<file path="src/rtl/fermion_occupation_move_engine_defines.svh">
// ----------------------------------------------------------------------------
// Assertion macros for the fermion occupation move engine
// Each macro expands to a clocked concurrent assertion, or to nothing when
// NO_ASSERTIONS is defined.
// ----------------------------------------------------------------------------
`ifndef FERMION_OCCUPATION_MOVE_ENGINE_DEFINES_SVH
`define FERMION_OCCUPATION_MOVE_ENGINE_DEFINES_SVH

`ifndef NO_ASSERTIONS
// property holds at every clock edge out of reset
`define FOME_ASSERT_ALWAYS(lbl, prop) \
    lbl: assert property (@(posedge clk) disable iff (!rst_n) (prop)) \
        else $error("assertion failed");
// antecedent implies consequent in the same cycle
`define FOME_ASSERT_IMPLIES(lbl, ante, cons) \
    lbl: assert property (@(posedge clk) disable iff (!rst_n) (ante) |-> (cons)) \
        else $error("assertion failed");
// antecedent implies consequent in the next cycle
`define FOME_ASSERT_NEXT(lbl, ante, cons) \
    lbl: assert property (@(posedge clk) disable iff (!rst_n) (ante) |=> (cons)) \
        else $error("assertion failed");
`else
`define FOME_ASSERT_ALWAYS(lbl, prop)
`define FOME_ASSERT_IMPLIES(lbl, ante, cons)
`define FOME_ASSERT_NEXT(lbl, ante, cons)
`endif

`endif

</file>
<file path="src/rtl/fome_ram.sv">
// ----------------------------------------------------------------------------
// fome_ram
// Generic single-write, single-read synchronous RAM with registered read.
// ----------------------------------------------------------------------------
`timescale 1ns / 1ps
`default_nettype none

module fome_ram #(
    parameter int WIDTH = 6,
    parameter int DEPTH = 64
) (
    input  wire logic                     clk,
    input  wire logic                     we,
    input  wire logic [$clog2(DEPTH)-1:0] waddr,
    input  wire logic [WIDTH-1:0]         wdata,
    input  wire logic [$clog2(DEPTH)-1:0] raddr,
    output logic      [WIDTH-1:0]         rdata
);

    logic [WIDTH-1:0] mem [DEPTH];

    always_ff @(posedge clk)
    begin
        if (we)
        begin
            mem[waddr] <= wdata;
        end
        rdata <= mem[raddr];
    end

endmodule

`default_nettype wire

</file>
<file path="config.mk">
export PLATFORM = sky130hd
export DESIGN_NAME = fome_ram
export DESIGN_NICKNAME = d
export VERILOG_FILES = /design/src/rtl/fermion_occupation_move_engine_defines.svh /design/src/rtl/fome_ram.sv
export SDC_FILE = /design/constraint.sdc
export NUM_CORES = 1
export LEC_CHECK = 0
export CORE_UTILIZATION = 45
export DETAILED_ROUTE_END_ITERATION = 7
export DONT_BUFFER_PORTS = 1
export PLACE_DENSITY_LB_ADDON = 0.12
export REMOVE_ABC_BUFFERS = 1
export SYNTH_ARGS = -nofsm -noshare
export SYNTH_HDL_FRONTEND = slang
export SYNTH_SLANG_ARGS = --single-unit
</file>
<file path="constraint.sdc">
create_clock -name clk -period 4.8 [get_ports clk]
set_input_delay 0.72 -clock clk [delete_from_list [all_inputs] [get_ports clk]]
set_output_delay 0.72 -clock clk [all_outputs]
set_load 0.005 [all_outputs]
</file>
==> results of run 1 <==
==> cells in the final DEF (no fill, tap or decap), types with 8 or more instances in the layout <==
cell / instances
mux2_2: 9
clkbuf_16: 41
clkinv_1: 10
nor2b_1: 8
mux2i_1: 15
nor2_1: 67
o22ai_1: 12
nand2_1: 8
nand3_1: 11
edfxtp_1: 384
o221ai_1: 9
mux4_2: 87
==> sequential cells by signal, summed over array words and instances (netlist names) <==
register,count
mem,384
rdata,6
==> final cells by class <==
| type | instances | area [um2] |
|---|---|---|
| Tap cell | 442 | 553 |
| Sequential cell | 390 | 11700 |
| Fill cell | 2564 | 16100 |
| Clock buffer | 47 | 1050 |
| Clock inverter | 25 | 234 |
| Multi-Input combinational cell | 291 | 3320 |
==> through the flow <==
stage,util (%),power (mW)
2_1_floorplan,-,4.00
3_3_place_gp,47.1,4.05
3_5_place_dp,47.1,4.05
4_1_cts,51.0,7.05
5_1_grt,51.0,7.19
6_report,51.0,7.00
==> how the worst max path moves through the flow <==
stage | cells after the start | slack (ps) | from | end
final | 2 | 2770 | we | mem[47][3]
after global routing | 3 | 2670 | we | mem[62][4]
after CTS | 3 | 2790 | we | mem[46][1]
after detailed placement | 3 | 2240 | we | mem[46][1]
after global placement | 3 | 2260 | we | mem[22][1]
after floorplan | 5 | 2840 | raddr[0] | rdata[2]
==> power breakdown <==
group          total (mW)  leakage [nW]  switching, mW  internal (mW)
Clock                3.02         0.620           1.24           1.78
Combinational       0.198         0.974         0.0898          0.109
Sequential           3.78          3.51         0.0118           3.77
==> per-layer routing <==
layer | part of all wire [%] | routed length, um
met5 | 0 | 0
met4 | 1.6 | 540
met3 | 7.2 | 2470
met2 | 48 | 16200
met1 | 44 | 14800
==> kinds of logic after synthesis <==
kind of cell	share of synthesized area, %
and+or+nand+nor	3.67
DFF	76.5
AOI/OAI and AO/OA	2.60
muxes	15.6
buffers and inverters	1.65
==> results_dict.tcl, run 1 <==
set metrics [dict create \
    post-place-ws_ps 2240 \
    yosysMostFrequentCell "edfxtp_1" \
    power_density_nw_per_um2 417 \
    busiest_layer "met2" \
    first_pass_iters 5 \
    ys.warnings.count 0 \
    ys_seq_area_share_pct 76.5 \
    synth_area_leaders "edfxtp_1 76%, mux4_2 13%, nor2_1 1.7%" \
    clk_pin_slew_worst_paths_ps 60 \
    hold_buffers 0 \
    hp-class "input port to flip-flop" \
    dp_cells 1123 \
    antenna_left 0 \
    crit_path_max_incr_delay_ps 760 \
    num_rows 66 \
    antenna_found_initial 0 \
    dr.first_iter.drc_count 526 \
    cts_buffer_depth 3 \
    crit_required_ps 4950 \
    use_met1_pct 29.5 \
    hpwl_mm 19.8 \
    setup_viol 0 \
    fmax_mhz 492 \
    r2r_cells 4 \
    yosys_most_used_dff "edfxtp_1" \
    num_vias 7147 \
    die_x_um 186 \
    gp_congestion 0.779 \
    area_growth_pct 10.4 \
    initial_utilization_pct 46.2 \
    drt_wl_total_mm 34.0 \
    slew_viol_final 0 \
    synth_area_um2 15200 \
    wl_per_cell_um 28.5 \
    design.core.area_um2 32900 \
    clock_sinks 390 \
    numPortBuffers 0 \
    relSlewSlack_pct 33.1 \
    cp_top_family "simple AND/OR/NAND/NOR gates" \
    rsz0062_at_grt "no" \
    ys_async_sr_fraction_pct 0 \
    finalSetupTns_ps 0 \
    hold_depth 0 \
    diodes 0 \
    cts_max_level 2 \
    cts_buffers 40 \
    layout_setup_ws_ps 2770 \
    crit_path_end_kind "flip-flop" \
    met2_usage_pct 32.7 \
    ys_seq_elements 390 \
    grt_util_all_layers_pct 20.7 \
    skew_ps 10.7 \
    syn_avg_cell_area_um2 21.1 \
    syn_inst 720 \
    die_h_um 186 \
    drc 0 \
    worstHoldStart "wdata[4]" \
    postCtsSetupBuffers 0 \
    ios 26 \
    min_to "mem[58][4]" \
    grt_pass1_wl_mm 50.1 \
    grt_start_max_net_pins 100 \
    cap_violations 0 \
    peakVddDrop_mv 0.407 \
    period_needed_ps 2030 \
    dieArea_um2 34600 \
    synth_edf_count 384 \
    crit_slowest_cell "nor2_1" \
    fin_hold_ws_ps 292 \
    critPathKind "input port to flip-flop" \
    grt_overflow 0 \
    cp_max_fo 7 \
    r2r_start "mem[48][0]" \
    finalHoldViolCount 0 \
    synth_top_cell_by_area "edfxtp_1" \
    grt_pass1_vias 7279 \
    r2r_end "rdata[0]" \
    r2r_slack_ps 2900 \
    outcome "complete, no violations" \
    path_cells "nand4_1 > nor2_1" \
    clock_latency_ps 530 \
    synthTopCellsByCount "384 x edfxtp_1, 87 x mux4_2, 67 x nor2_1" \
    drive_above_1_share_pct 20.8 \
    final_cells 1195 \
    arrival_ps 2190 \
    critPathLaunchType "input port" \
    cts_root_buf "clkbuf_16" \
    finalNetCount 743 \
    grtUsageMet3_pct 4.62 \
    cts_tree "done" \
    critPathBufInv 0 \
    synth_cell_types 37 \
    synth_top_area_share_pct 75.7 \
    place_area_um2 15500 \
    via_per_inst 5.98 \
    cts_resized 0 \
    tightest_slew_ps 996 \
    total_leakage_power_nw 5.10 \
    stdcell_area_um2 16800 \
    layout_worst_path_cycle_share_pct 42.3 \
]
Power figures use the tool's default switching activity.
==> run 2, diff against run 1 <==
- clock period: 4.8 -> 1.69 ns (I/O delays scaled with it)
==> results_dict.tcl, run 2 (same netlist as run 1, synthesis figures left out) <==
set metrics [dict create \
    r2r_end "rdata[2]" \
    gp_congestion 0.784 \
    layout_common_cells "384 x edfxtp_1, 90 x buf_4, 89 x mux4_2" \
    grt_pass1_vias 7659 \
    r2r_cells 4 \
    grt_pass1_wl_mm 50.1 \
    peakVddDrop_mv 0.956 \
    utilization_pct 54.1 \
    first_pass_iters 5 \
    wl_per_cell_um 26.1 \
    dieArea_um2 34600 \
    initial_utilization_pct 46.2 \
    arrival_ps 2080 \
    cts_tree "done" \
    finalHoldViolCount 6 \
    clock_sinks 390 \
    drive_above_1_share_pct 32.1 \
    setup_viol 0 \
    num_vias 7374 \
    postCtsSetupBuffers 0 \
    layout_commonest_cell "edfxtp_1" \
    largest_register_ffs 384 \
    die_h_um 186 \
    skew_ps 32.7 \
    drc 0 \
    ios 26 \
    rsz0062_at_grt "yes" \
    fin_hold_ws_ps -143 \
    place_area_um2 16200 \
    cts_max_level 2 \
    grt_start_max_net_pins 100 \
    critPathLaunchType "flip-flop" \
    power_density_nw_per_um2 1140 \
    crit_required_ps 2100 \
    cts_buffers 41 \
    tightest_slew_ps 452 \
    hold_buffers 6 \
    antenna_left 0 \
    r2r_start "mem[34][2]" \
    design.core.area_um2 32900 \
    grt_util_all_layers_pct 20.6 \
    cap_violations 0 \
    drt_wl_total_mm 33.7 \
    layout_worst_path_cycle_share_pct 99.3 \
    die_x_um 186 \
    violations "hold timing" \
    grt_overflow 0 \
    slew_viol_final 0 \
    area_growth_pct 17.0 \
    num_rows 66 \
    diodes 0 \
    clk_pin_slew_worst_paths_ps 60 \
    cts_root_buf "clkbuf_16" \
    layout_setup_ws_ps 12.6 \
    crit_end "rdata[2]" \
    final_cells 1295 \
    outcome "finished, violations left" \
    fmax_mhz 596 \
    cts_buffer_depth 3 \
    cp_max_fo 1 \
    relSlewSlack_pct 69.7 \
    largestRegisters "mem: 384 flops, rdata: 6 flops" \
    total_leakage_power_nw 5.71 \
    post-place-ws_ps -240 \
    regMostFlops "mem" \
    worstSetupStartpoint "mem[34][2]" \
    crit_path_end_kind "flip-flop" \
    dp_cells 1215 \
    clock_latency_ps 550 \
    finalNetCount 841 \
    numPortBuffers 0 \
    hpwl_mm 20.1 \
    dr.first_iter.drc_count 590 \
    r2r_slack_ps 10 \
    period_needed_ps 1680 \
    hp-class "input port to flip-flop" \
    stdcell_area_um2 17800 \
    critPathKind "flip-flop to flip-flop" \
    antenna_found_initial 0 \
    via_per_inst 5.69 \
]
## run 2: cell count changes in the layout (fill, tap and decap cells not counted), moves of 3 or more
cell	delta
buf_4	+90
buf_16	+6
a211oi_1	-4
clkinv_1	+4
a211oi_2	+3
a21oi_1	-3
a21oi_2	+3
clkbuf_1	-3
o221ai_1	-3
o221ai_2	+3
## run 2: repair_timing
action | in CTS | in global routing
endpoints found under the hold margin | 390 | 6
gates resized for setup | 17 | 5
endpoints found under the setup margin | 5 | 6
pin swaps | 4 | 6
## run 2: report_power, final
part           internal [mW]  switching [mW]  total [mW]
clock network           5.22            3.58        8.80
registers               10.7          0.0431        10.7
logic                  0.405           0.414       0.819
## run 2: how the worst min path moves through the flow
| stage | startpoint | end | slack [ps] | cells past startpoint |
|---|---|---|---|---|
| 5_1_grt | raddr[5] | rdata[3] | -140 | 1 |
| 4_1_cts | raddr[5] | rdata[3] | -160 | 1 |
| 2_1_floorplan | wdata[0] | mem[0][0] | 350 | 0 |
| 3_5_place_dp | wdata[1] | mem[3][1] | 360 | 0 |
| 3_3_place_gp | wdata[4] | mem[44][4] | 360 | 0 |
| 6_report | raddr[5] | rdata[3] | -140 | 1 |
## run 2: layout make-up
class	count	area [um2]
sequential	390	11700
tap	442	553
clock buffer	44	1040
fill	2542	15100
timing repair buffer	97	861
multi-input combinational	291	3410
clock inverter	31	298
## run 2: per-stage QoR
stage               power [mW]  setup TNS, ps
floorplan                 11.3              0
global placement          11.6           -439
detailed placement        11.6           -457
CTS                       20.6          -1.11
global route              21.0          -38.8
finish                    20.4              0
## run 2: per-layer routing
layer	GRT usage (%)	wire length (um)	vias to the layer above
met2	33.4	16600	187
met4	6.00	828	0
met1	28.6	14700	3913
met3	3.74	1650	52
met5	0	0	-
li1	-	-	3222
## run 2: worst max-delay path, stage by stage (launching register included)
cell      delay [ps]
edfxtp_1         380
mux4_2           500
a22oi_2          220
nand3_2          140
a32o_2           320
